File: config.mk
export PLATFORM = sky130hd
export DESIGN_NAME = signed_divider_registers_flat
export DESIGN_NICKNAME = d
export VERILOG_FILES = /design/src/hw/rtl/sdiv_pkg.sv /design/src/hw/rtl/sdiv_ifs.sv /design/src/hw/rtl/signed_divider_registers.sv /design/src/hw/rtl/sdiv_core.sv /design/src/flat_wrapper.sv
export VERILOG_INCLUDE_DIRS = /design/src /design/src/hw/rtl
export SDC_FILE = /design/constraint.sdc
export NUM_CORES = 1
export LEC_CHECK = 0
export BUFFER_PORTS_ARGS = -buffer_cell sky130_fd_sc_hd__buf_2
export CAP_MARGIN = 0
export CORE_ASPECT_RATIO = 1.1
export CORE_MARGIN = 1
export CORE_UTILIZATION = 55
export DETAILED_ROUTE_END_ITERATION = 6
export PLACE_DENSITY = 0.73
export SLEW_MARGIN = 20
export SYNTH_ARGS = -nofsm -noshare
export SYNTH_HDL_FRONTEND = slang
export SYNTH_SLANG_ARGS = --single-unit
File: constraint.sdc
create_clock -name clock -period 17.1 [get_ports clock]
set_clock_uncertainty 0.2 [all_clocks]
set_input_delay 0.855 -clock clock [delete_from_list [all_inputs] [get_ports clock]]
set_output_delay 0.855 -clock clock [all_outputs]
set_load 0.02 [all_outputs]
File: src/hw/rtl/assert_macros.svh
// assertion helpers used by signed_divider_registers
`ifndef ASSERT_MACROS_SVH
`define ASSERT_MACROS_SVH

// property holds at every rising clock edge outside reset
`define ASSERT_ALWAYS(lbl, clk, rst, prop, msg) \
   lbl: assert property (@(posedge clk) disable iff (rst) (prop)) else $error(msg);

// consequent holds in the cycle after the antecedent
`define ASSERT_NEXT(lbl, clk, rst, ante, cons, msg) \
   lbl: assert property (@(posedge clk) disable iff (rst) (ante) |=> (cons)) else $error(msg);

`endif

File: src/hw/rtl/sdiv_pkg.sv
package sdiv_pkg;

   localparam int DATA_W = 64;
   localparam int HALF_W = 32;
   localparam int CNT_W  = 6;

   // request commands
   localparam logic [1:0] CMD_MODE = 2'd0;
   localparam logic [1:0] CMD_NUM  = 2'd1;
   localparam logic [1:0] CMD_DEN  = 2'd2;

   // divide modes
   localparam logic [1:0] MODE_32_32 = 2'd0;
   localparam logic [1:0] MODE_64_64 = 2'd2;

   typedef enum logic [4:0] {
      ST_IDLE = 5'b00001,
      ST_PREP = 5'b00010,
      ST_DIV  = 5'b00100,
      ST_FIX  = 5'b01000,
      ST_DONE = 5'b10000
   } state_type;

   typedef struct packed {
      logic busy;
      logic done;
   } core_stat_type;

   function automatic logic [DATA_W-1:0] sext32(input logic [DATA_W-1:0] v);
      return {{(DATA_W-HALF_W){v[HALF_W-1]}}, v[HALF_W-1:0]};
   endfunction

endpackage

File: src/hw/rtl/sdiv_ifs.sv
interface sdiv_req_if;
   logic       valid;
   logic       ready;
   logic [1:0] command;
   logic [2:0] byte_lane;
   logic [7:0] write_data;

   modport source (output valid, output command, output byte_lane, output write_data,
                   input ready);
   modport sink (input valid, input command, input byte_lane, input write_data,
                 output ready);
endinterface

interface sdiv_rsp_if;
   logic               valid;
   logic               ready;
   logic signed [63:0] quotient;
   logic signed [63:0] remainder;
   logic               divide_by_zero;

   modport source (output valid, output quotient, output remainder, output divide_by_zero,
                   input ready);
   modport sink (input valid, input quotient, input remainder, input divide_by_zero,
                 output ready);
endinterface

File: src/hw/rtl/signed_divider_registers.sv
// signed divider behind a byte-wide register write port
// req channel: one request writes the 2-bit mode (command 0), one byte of the
//   64-bit numerator (command 1) or one byte of the denominator (command 2),
//   byte_lane selecting the byte; command 3 writes nothing
// rsp channel: one response per request carrying the held quotient and
//   remainder plus the divide_by_zero flag (full 64-bit denominator is zero)
// mode 0 is 32/32 with sign-extended results, modes 1 and 3 are 64/32,
//   mode 2 is 64/64; a zero divisor keeps the previous results
// request path: a nonzero divisor passes through operand preparation,
//   the radix-2 divider core retiring one quotient bit per cycle, the
//   sign fix and the output stage; a zero divisor goes straight from
//   preparation to the done state and the output stage
// one request at a time: req ready is high only while idle, so a new
//   request is taken only after the previous result has left the done state
// a response waits in the output register while the receiver stalls; the
//   next request is taken meanwhile and its result waits in the done state
// reset (synchronous) clears mode, operands and held results to zero and
//   empties the output register
`include "assert_macros.svh"

module signed_divider_registers (
   input  logic               clock,
   input  logic               reset,
   sdiv_req_if.sink           req_bus,
   sdiv_rsp_if.source         rsp_bus
);

   localparam int W = sdiv_pkg::DATA_W;

   // architectural registers
   sdiv_pkg::state_type  state_ff, state_in;
   logic [1:0]           mode_ff, mode_in;
   logic [W-1:0]         num_ff, num_in;
   logic [W-1:0]         den_ff, den_in;
   logic [W-1:0]         quo_held_ff, quo_held_in;
   logic [W-1:0]         rem_held_ff, rem_held_in;

   // operand signs for the final correction
   logic                 nneg_ff, nneg_in;
   logic                 dneg_ff, dneg_in;

   // output register
   logic                 rsp_valid_ff, rsp_valid_in;
   logic [W-1:0]         rsp_quo_ff, rsp_quo_in;
   logic [W-1:0]         rsp_rem_ff, rsp_rem_in;
   logic                 rsp_dbz_ff, rsp_dbz_in;

   // operand preparation
   logic [W-1:0]         n_op, d_op;
   logic [W-1:0]         n_mag, d_mag;
   logic                 div_zero;
   logic                 core_start;

   // sign correction
   logic [W-1:0]         core_quo, core_rem;
   logic [W-1:0]         q_signed, r_signed;

   sdiv_pkg::core_stat_type core_stat;

   logic                 req_fire;
   logic                 rsp_free;

   assign req_bus.ready = (state_ff == sdiv_pkg::ST_IDLE);
   assign req_fire      = req_bus.valid && req_bus.ready;
   assign rsp_free      = !rsp_valid_ff || rsp_bus.ready;

   // pick operands by mode, 32-bit halves are sign extended
   always_comb begin
      n_op     = (mode_ff == sdiv_pkg::MODE_32_32) ? sdiv_pkg::sext32(num_ff) : num_ff;
      d_op     = (mode_ff == sdiv_pkg::MODE_64_64) ? den_ff : sdiv_pkg::sext32(den_ff);
      div_zero = (mode_ff == sdiv_pkg::MODE_64_64) ? (den_ff == '0)
                                                   : (den_ff[sdiv_pkg::HALF_W-1:0] == '0);
      n_mag    = n_op[W-1] ? (~n_op + 1'b1) : n_op;
      d_mag    = d_op[W-1] ? (~d_op + 1'b1) : d_op;
   end

   assign core_start = (state_ff == sdiv_pkg::ST_PREP) && !div_zero;

   sdiv_core u_core (
      .clock     (clock),
      .reset     (reset),
      .start     (core_start),
      .dividend  (n_mag),
      .divisor   (d_mag),
      .quotient  (core_quo),
      .remainder (core_rem),
      .status    (core_stat)
   );

   // quotient negative when signs differ, remainder follows the numerator;
   // the most negative value over -1 wraps naturally here
   always_comb begin
      q_signed = (nneg_ff ^ dneg_ff) ? (~core_quo + 1'b1) : core_quo;
      r_signed = nneg_ff ? (~core_rem + 1'b1) : core_rem;
   end

   always_comb begin
      state_in     = state_ff;
      mode_in      = mode_ff;
      num_in       = num_ff;
      den_in       = den_ff;
      quo_held_in  = quo_held_ff;
      rem_held_in  = rem_held_ff;
      nneg_in      = nneg_ff;
      dneg_in      = dneg_ff;
      rsp_valid_in = rsp_valid_ff && !rsp_bus.ready;
      rsp_quo_in   = rsp_quo_ff;
      rsp_rem_in   = rsp_rem_ff;
      rsp_dbz_in   = rsp_dbz_ff;

      case (state_ff)
         sdiv_pkg::ST_IDLE: begin
            if (req_fire) begin
               case (req_bus.command)
                  sdiv_pkg::CMD_MODE: begin
                     mode_in = req_bus.write_data[1:0];
                  end
                  sdiv_pkg::CMD_NUM: begin
                     num_in[{req_bus.byte_lane, 3'b000} +: 8] = req_bus.write_data;
                  end
                  sdiv_pkg::CMD_DEN: begin
                     den_in[{req_bus.byte_lane, 3'b000} +: 8] = req_bus.write_data;
                  end
                  default: begin
                     // unused command, registers unchanged
                  end
               endcase
               state_in = sdiv_pkg::ST_PREP;
            end
         end
         sdiv_pkg::ST_PREP: begin
            // zero divisor keeps held results
            nneg_in  = n_op[W-1];
            dneg_in  = d_op[W-1];
            state_in = div_zero ? sdiv_pkg::ST_DONE : sdiv_pkg::ST_DIV;
         end
         sdiv_pkg::ST_DIV: begin
            if (core_stat.done) begin
               state_in = sdiv_pkg::ST_FIX;
            end
         end
         sdiv_pkg::ST_FIX: begin
            if (mode_ff == sdiv_pkg::MODE_32_32) begin
               quo_held_in = sdiv_pkg::sext32(q_signed);
               rem_held_in = sdiv_pkg::sext32(r_signed);
            end else begin
               quo_held_in = q_signed;
               rem_held_in = r_signed;
            end
            state_in = sdiv_pkg::ST_DONE;
         end
         sdiv_pkg::ST_DONE: begin
            // hand over once the output register is free
            if (rsp_free) begin
               rsp_valid_in = 1'b1;
               rsp_quo_in   = quo_held_ff;
               rsp_rem_in   = rem_held_ff;
               rsp_dbz_in   = (den_ff == '0);
               state_in     = sdiv_pkg::ST_IDLE;
            end
         end
         default: begin
            state_in = sdiv_pkg::ST_IDLE;
         end
      endcase
   end

   always_ff @(posedge clock) begin
      if (reset) begin
         state_ff     <= sdiv_pkg::ST_IDLE;
         mode_ff      <= '0;
         num_ff       <= '0;
         den_ff       <= '0;
         quo_held_ff  <= '0;
         rem_held_ff  <= '0;
         rsp_valid_ff <= 1'b0;
      end else begin
         state_ff     <= state_in;
         mode_ff      <= mode_in;
         num_ff       <= num_in;
         den_ff       <= den_in;
         quo_held_ff  <= quo_held_in;
         rem_held_ff  <= rem_held_in;
         rsp_valid_ff <= rsp_valid_in;
      end
      nneg_ff    <= nneg_in;
      dneg_ff    <= dneg_in;
      rsp_quo_ff <= rsp_quo_in;
      rsp_rem_ff <= rsp_rem_in;
      rsp_dbz_ff <= rsp_dbz_in;
   end

   assign rsp_bus.valid          = rsp_valid_ff;
   assign rsp_bus.quotient       = rsp_quo_ff;
   assign rsp_bus.remainder      = rsp_rem_ff;
   assign rsp_bus.divide_by_zero = rsp_dbz_ff;

   // divider core runs only while the sequencer waits on it
   `ASSERT_ALWAYS(a_core_busy_in_div, clock, reset,
      !core_stat.busy || (state_ff == sdiv_pkg::ST_DIV), "core busy outside divide state")

   // a new response only comes out of the done state
   `ASSERT_ALWAYS(a_rsp_from_done, clock, reset,
      !$rose(rsp_valid_ff) || $past(state_ff == sdiv_pkg::ST_DONE),
      "response raised outside done state")

   // held results change only in the sign fix step
   `ASSERT_NEXT(a_held_only_in_fix, clock, reset,
      state_ff != sdiv_pkg::ST_FIX, $stable(quo_held_ff) && $stable(rem_held_ff),
      "held results changed outside fix state")

   // an accepted request always moves on to operand preparation
   `ASSERT_NEXT(a_fire_to_prep, clock, reset,
      req_fire, state_ff == sdiv_pkg::ST_PREP, "accepted request did not start preparation")

endmodule

File: src/hw/rtl/sdiv_core.sv
module sdiv_core (
   input  logic                         clock,
   input  logic                         reset,
   input  logic                         start,
   input  logic [sdiv_pkg::DATA_W-1:0]  dividend,
   input  logic [sdiv_pkg::DATA_W-1:0]  divisor,
   output logic [sdiv_pkg::DATA_W-1:0]  quotient,
   output logic [sdiv_pkg::DATA_W-1:0]  remainder,
   output sdiv_pkg::core_stat_type      status
);

   localparam int W = sdiv_pkg::DATA_W;
   localparam logic [sdiv_pkg::CNT_W-1:0] LAST = sdiv_pkg::CNT_W'(W - 1);

   logic                          busy_ff, busy_in;
   logic                          done_ff, done_in;
   logic [sdiv_pkg::CNT_W-1:0]    cnt_ff, cnt_in;
   logic [W-1:0]                  quo_ff, quo_in;
   logic [W-1:0]                  rem_ff, rem_in;
   logic [W-1:0]                  div_ff, div_in;
   logic [W:0]                    diff;

   // one quotient bit per cycle, dividend bits shift out the top of quo_ff
   assign diff = {rem_ff, quo_ff[W-1]} - {1'b0, div_ff};

   always_comb begin
      busy_in = busy_ff;
      done_in = 1'b0;
      cnt_in  = cnt_ff;
      quo_in  = quo_ff;
      rem_in  = rem_ff;
      div_in  = div_ff;
      if (start) begin
         busy_in = 1'b1;
         cnt_in  = '0;
         quo_in  = dividend;
         rem_in  = '0;
         div_in  = divisor;
      end else if (busy_ff) begin
         if (!diff[W]) begin
            rem_in = diff[W-1:0];
         end else begin
            rem_in = {rem_ff[W-2:0], quo_ff[W-1]};
         end
         quo_in = {quo_ff[W-2:0], ~diff[W]};
         cnt_in = cnt_ff + 1'b1;
         if (cnt_ff == LAST) begin
            busy_in = 1'b0;
            done_in = 1'b1;
         end
      end
   end

   always_ff @(posedge clock) begin
      if (reset) begin
         busy_ff <= 1'b0;
         done_ff <= 1'b0;
         cnt_ff  <= '0;
      end else begin
         busy_ff <= busy_in;
         done_ff <= done_in;
         cnt_ff  <= cnt_in;
      end
      quo_ff <= quo_in;
      rem_ff <= rem_in;
      div_ff <= div_in;
   end

   assign quotient    = quo_ff;
   assign remainder   = rem_ff;
   assign status.busy = busy_ff;
   assign status.done = done_ff;

endmodule
File: src/flat_wrapper.sv
// flat-port wrapper written by rule: the top's interface ports become plain ports
module signed_divider_registers_flat 
  (clock, reset, req_bus_valid, req_bus_command, req_bus_byte_lane, req_bus_write_data, req_bus_ready, rsp_bus_valid, rsp_bus_quotient, rsp_bus_remainder, rsp_bus_divide_by_zero, rsp_bus_ready);
  sdiv_req_if req_bus_i ();
  sdiv_rsp_if rsp_bus_i ();
  input  logic clock;
  input  logic reset;
  input wire logic [$bits(req_bus_i.valid)-1:0] req_bus_valid;
  input wire logic [$bits(req_bus_i.command)-1:0] req_bus_command;
  input wire logic [$bits(req_bus_i.byte_lane)-1:0] req_bus_byte_lane;
  input wire logic [$bits(req_bus_i.write_data)-1:0] req_bus_write_data;
  output wire logic [$bits(req_bus_i.ready)-1:0] req_bus_ready;
  output wire logic [$bits(rsp_bus_i.valid)-1:0] rsp_bus_valid;
  output wire logic [$bits(rsp_bus_i.quotient)-1:0] rsp_bus_quotient;
  output wire logic [$bits(rsp_bus_i.remainder)-1:0] rsp_bus_remainder;
  output wire logic [$bits(rsp_bus_i.divide_by_zero)-1:0] rsp_bus_divide_by_zero;
  input wire logic [$bits(rsp_bus_i.ready)-1:0] rsp_bus_ready;
  assign req_bus_i.valid = req_bus_valid;
  assign req_bus_i.command = req_bus_command;
  assign req_bus_i.byte_lane = req_bus_byte_lane;
  assign req_bus_i.write_data = req_bus_write_data;
  assign req_bus_ready = req_bus_i.ready;
  assign rsp_bus_valid = rsp_bus_i.valid;
  assign rsp_bus_quotient = rsp_bus_i.quotient;
  assign rsp_bus_remainder = rsp_bus_i.remainder;
  assign rsp_bus_divide_by_zero = rsp_bus_i.divide_by_zero;
  assign rsp_bus_i.ready = rsp_bus_ready;
  signed_divider_registers u_core (.clock(clock), .reset(reset), .req_bus(req_bus_i), .rsp_bus(rsp_bus_i));
endmodule
After elaboration in Yosys (flattened, before gate mapping)
Cells that the tools add are included.

Multiplexer cells: 25. Reductions and logical operators: 19. Bitwise gates (word level): 7. Shifts and indexed selects: 2. Add/subtract/negate cells: 7. Equality and inequality tests: 12.

Operators by type and width (number): two-way mux 64 bit (10); adder 64 x 1 -> 64 bit (second input constant) (4); NOT 64 bit (4); bitwise mux 64 bit (2); subtractor 65 x 64 -> 65 bit (1); zero test 64 bit (1); variable shift 8 x 8 -> 64 bit (first input constant) (1); variable part select 8 x 8 -> 64 bit (1); two-way mux 63 bit (1); zero test 32 bit (1); one-hot mux 5 bit (5 select lines) (1); two-way mux 5 bit (4); AND reduction 3 bit (4); negator 6 -> 8 bit (1); two-way mux 1 bit (7); adder 6 x 1 -> 6 bit (second input constant) (1); == test 6 bit (second input constant) (1); == test 5 x 1 -> 1 bit (second input constant) (1); == test 5 x 2 -> 1 bit (second input constant) (1); == test 5 x 3 -> 1 bit (second input constant) (1); == test 5 x 4 -> 1 bit (second input constant) (1); == test 5 bit (second input constant) (1); == test 2 bit (second input constant) (2); zero test 2 bit (2); other kinds (12) (18).

Output and inout bits: 131. Register bits after elaboration: 595.

Logic depth before layout (Yosys ltp)
Depth in word-level cells: 6. Mapped depth: 15. Gate-level depth less buffers: 13.

By module
Synthesis repeated with hierarchy kept, for this count alone.

Cell total of the unflattened synthesis: 3599. Area total of the unflattened synthesis: 32796.5 µm².

By module, submodules not included: signed_divider_registers (sequential area each 9218.8 µm², times used 1, cells each 2368, area an instance 20866.3 µm²); sdiv_core (sequential area each 5285.1 µm², times used 1, cells each 1231, area an instance 11930.2 µm²).

Least setup slack after synthesis
No wires, ideal clock.

Kind: input to register. Start: input rsp_bus_ready. End: register u_core.rsp_dbz_ff, in the netlist u_core.rsp_bus.divide_by_zero (enable). Cell stages on the path: 2. Arrival: 6.673 ns. Data required time: 16.267 ns. Setup slack: 9.594 ns. Cell sequence: nand2b_1 nor2b_1.

Longest elaborated chain between the ends: 2.

Ends and longest elaborated chain: from (decl) (RTL line flat_wrapper.sv:17) `input wire logic [$bits(rsp_bus_i.ready)-1:0] rsp_bus_ready;`; logical OR 1 bit (RTL line signed_divider_registers.sv:65) `assign rsp_free = !rsp_valid_ff || rsp_bus.ready;`; AND reduction 2 bit (no source line); to (signal assigned) (RTL line signed_divider_registers.sv:190) `rsp_dbz_ff <= rsp_dbz_in;`; to (decl) (RTL line signed_divider_registers.sv:46) `logic rsp_dbz_ff, rsp_dbz_in;`.

No other way between the ends. A chain may end at the register's enable or synchronous reset.

Worst setup path after layout
Start: register u_core.den_ff[0]. End: register u_core.u_core.quo_ff[23], in the netlist u_core.u_core.quotient[23] (enable).

Longest elaborated chain between the ends: 5. Elaborated cells between the ends (all ways): 6. Those cells by class: mux: 1; reduce/logical: 5.

Ends and longest elaborated chain: from (decl) (RTL line signed_divider_registers.sv:34) `logic [W-1:0] den_ff, den_in;`; from (signal assigned) (RTL line signed_divider_registers.sv:181) `den_ff <= den_in;`; zero test 64 bit or zero test 32 bit (tied branches) (RTL line signed_divider_registers.sv:71, signed_divider_registers.sv:72); two-way mux 1 bit (*) (RTL line signed_divider_registers.sv:71) `div_zero = (mode_ff == sdiv_pkg::MODE_64_64) ? (den_ff == '0)`; zero test 1 bit (*) (RTL line signed_divider_registers.sv:77) `assign core_start = (state_ff == sdiv_pkg::ST_PREP) && !div_zero;`; logical AND 1 bit (*) (RTL line signed_divider_registers.sv:77); nonzero test 2 bit (no source line) (*); to (signal assigned) (RTL line sdiv_core.sv:64) `quo_ff <= quo_in;`; to (decl) (RTL line sdiv_core.sv:18) `logic [W-1:0] quo_ff, quo_in;`.

Every way passes the cells marked *; elsewhere a longest branch is shown, timed or not.

==> metrics <==
outcome complete, but fails checks; failing checks design-rule violations; Hold Crit Class reg -> reg; Largest delay share family, worst path simple AND/OR/NAND/NOR gates; slowest CP cell nor2_1; crit-path cells inv_1, ha_1, or3b_2, nor4_2, and2_1, and3b_1, nand3_1, o21bai_1, nand2_4, inv_2, nor2_1, inv_2, buf_4; synth top area cells edfxtp_1 25%, dfxtp_1 22%, a21oi_1 5.2%; register area between 10,000 and 15,000 um2; R2R depth 13; Design Area, Final ~34,000 um2; endpoints failing setup 0; Antenna diodes 0; Net Sw Power roughly 0.99 mW; Ports around 150; Async SR Flop Fraction 0; placed cell area between 30,000 and 40,000 um2; proportion of power drawn by the clock network 0.396; Clk pin slew, worst setup/hold paths approximately 0.070 ns; CP peak stage delay 0.84 ns; element type at the critical path end flip-flop; vias per inst around 5.9; clock buffer depth 3; MaxCap Viol Count 0; post-cts sizing count 0; worst setup margin 11.91 ns; CTS tree done; synthesized flop and latch total 595; vias in the first global route approximately 23,000; dpl hpwl roughly 57,000 um; RR Endpoint u_core.u_core.quotient[23]$_DFFE_PP_; most used cell, CP inv_2; setup_tns 0 ns; Endpoint, Worst Hold u_core.rsp_bus.quotient[46]$_DFFE_PP_; post-CTS setup repair buffer count 0; Routed WL approximately 81,000 um; gr ovfl total 0; Tightest Pin Transition around 1.0 ns; largest net degree at the start of global routing around 180; r2r startpoint u_core.den_ff[0]$_SDFFE_PP0P_; Gate power share 0.141; RSZ-0062 raised after global routing no; Crit Path Max Fanout between 60 and 70; crit path launch type flip-flop; first-pass GRT wire length about 130,000 um; Sw Ratio 0.281; Die Wd between 200 and 250 um; Worst Path Required 17.19 ns; initial antenna violation count 0; root buffer cell clkbuf_16; Final min period about 5.2 ns; Syn. warnings 0; relative slew slack 0.303; Via Count between 20,000 and 30,000; post-synth top area share 0.250; period utilization 0.304; multi-input logic area roughly 15,000 um2; final std cells w/o fill about 4,300; Die Area roughly 57,000 um2; initial core utilization 0.555; CTS H-Tree Depth 2; ys flop type dfxtp_1; Flop pwr share 0.464; final-report hold violation count 0; cell count after synthesis 3,433; pre-CTS worst setup slack roughly 12 ns; Int Power 2.54 mW; Buf/Inv on CP 4; register area share after synthesis 0.466; I/O Buffers around 150; Mean Syn Cell Area about 9.1 um2; Total GRT Usage 0.274; CTS Sinks 595; Leak around 14 nW; most common cell in the netlist nor2_1; GP Congestion between 0.9 and 1; Detail Route Antenna Nets 0; CP Class reg -> reg; DRT iter0 DRCs about 2,400; fill count 4,811; WL/cell 18.9 um; Clock Latency Late Sink approximately 0.65 ns; max-slew violations 0; CTS buffer count 60; post-synthesis net count between 3,000 and 4,000; Synth area leader edfxtp_1; Chip Height 251 um; Mapped Area roughly 31,000 um2; Layout area overhead 10.7%; DRC errors left 2; worst vdd ir around 0.11 mV; layout cells sized above 1 0.0932; core footprint ~56,000 um2; cell row count ~90; number of synthesized flops with an enable pin between 200 and 300; hold-fix buffers at CTS 0; Hold Path Origin u_core.quo_held_ff[46]$_SDFFE_PP0P_; Max Clk Rate 193 MHz; setup slack, reg-to-reg 11.91 ns; pwr/cell area 103 nW/um2; post-synth cell types 85; CP arrival ~5.3 ns; Final nets 3,569; Inst Count DP between 4,000 and 5,000; Min-Delay Path Depth 0; first-pass detailed-route iteration total 7; commonest cells in the netlist 431 x nor2_1, 336 x dfxtp_1, 325 x a21oi_1
## placed cells by master (no fill, tap or decap), types with 12 or more instances in the layout
cell type,n
a31oi_1,23
a21oi_1,325
and3_1,27
clkbuf_16,64
o41ai_1,26
o21bai_1,15
o211ai_1,13
nand2b_1,20
ha_1,74
or4_1,29
a211oi_1,82
inv_1,111
dfxtp_1,335
mux2i_1,122
xor2_1,173
or3_1,35
nor3_1,91
buf_4,23
or2_2,15
nand4_1,29
edfxtp_1,259
o31ai_1,59
a21o_1,23
nor2b_1,12
xnor2_1,128
nor4_1,30
nor2_1,430
nand2_1,287
buf_2,146
o21ai_0,254
clkinv_2,16
nand3_1,80
## final cells by class
cell class	instances	area share
Tap cell	744	0.0270
Multi-Input combinational cell	2536	0.449
Sequential cell	595	0.422
Timing Repair Buffer	171	0.0272
Clock buffer	77	0.0509
Inverter	113	0.0123
Clock inverter	37	0.0116
## routing by layer
metal	routed length [um]	up-vias	global-route usage	share of wire
met5	0	-	0	0
met3	6070	152	0.0387	0.075
met4	2290	0	0.0851	0.028
met2	35600	921	0.421	0.44
li1	-	12400	-	-
met1	36600	11900	0.398	0.45
## logic make-up (layout without fill, tap and decap cells)
logic type | after synthesis | after routing | share of synthesized area
flops | 595 | 595 | 0.466
simple gates | 1140 | 1140 | 0.169
buf+inv | 302 | 398 | 0.0377
compound gates | 893 | 893 | 0.171
fa+ha+maj | 75 | 75 | 0.0304
mux | 124 | 124 | 0.0400
xor+xnor | 304 | 304 | 0.0856
## worst reg2reg max path, stage by stage, from the launching register on
cell	delay [ns]
dfxtp_1	0.34
inv_1	0.07
ha_1	0.17
or3b_2	0.47
nor4_2	0.45
and2_1	0.28
and3b_1	0.25
nand3_1	0.16
o21bai_1	0.28
nand2_4	0.51
inv_2	0.33
nor2_1	0.84
inv_2	0.03
buf_4	0.39
## per-stage QoR
step | power (mW) | utilization | hold slack [ns]
floorplan | 2.01 | - | 0.203
global placement | 2.14 | 0.576 | 0.213
detailed placement | 2.15 | 0.576 | 0.210
CTS | 3.54 | 0.614 | 0.226
global route | 3.66 | 0.614 | 0.233
finish | 3.53 | 0.614 | 0.223
## power groups by stage
stage | combinational (mW) | sequential (mW) | clock (mW)
3_5_place_dp | 0.485 | 1.66 | 0
3_3_place_gp | 0.481 | 1.66 | 0
5_1_grt | 0.548 | 1.64 | 1.47
4_1_cts | 0.489 | 1.63 | 1.42
2_1_floorplan | 0.377 | 1.63 | 0
6_report | 0.497 | 1.64 | 1.40
## worst max path at each step
stage | from | to | slack [ns] | cells after the start
after floorplan | rsp_bus_ready | u_core.rsp_bus.divide_by_zero$_DFFE_PP_ | 9.59 | 2
after global routing | u_core.den_ff[1]$_SDFFE_PP0P_ | u_core.u_core.quotient[35]$_DFFE_PP_ | 11.52 | 13
after CTS | u_core.den_ff[0]$_SDFFE_PP0P_ | u_core.u_core.quotient[35]$_DFFE_PP_ | 11.89 | 13
after detailed placement | u_core.den_ff[0]$_SDFFE_PP0P_ | u_core.u_core.quotient[20]$_DFFE_PP_ | 11.93 | 13
final | u_core.den_ff[0]$_SDFFE_PP0P_ | u_core.u_core.quotient[23]$_DFFE_PP_ | 11.91 | 13
after global placement | u_core.den_ff[0]$_SDFFE_PP0P_ | u_core.u_core.quotient[20]$_DFFE_PP_ | 11.97 | 13
## registers in the layout, indices dropped and copies added (netlist names), 2 cells and up
signal                    cells
u_core.u_core.remainder      64
u_core.num_ff                64
u_core.mode_ff                2
u_core.state_ff               5
u_core.rem_held_ff           64
u_core.den_ff                64
u_core.u_core.cnt_ff          6
u_core.u_core.quotient       64
u_core.rsp_bus.quotient      64
u_core.rsp_bus.remainder     64
u_core.quo_held_ff           64
u_core.u_core.div_ff         64
Power figures use the tool's default switching activity.
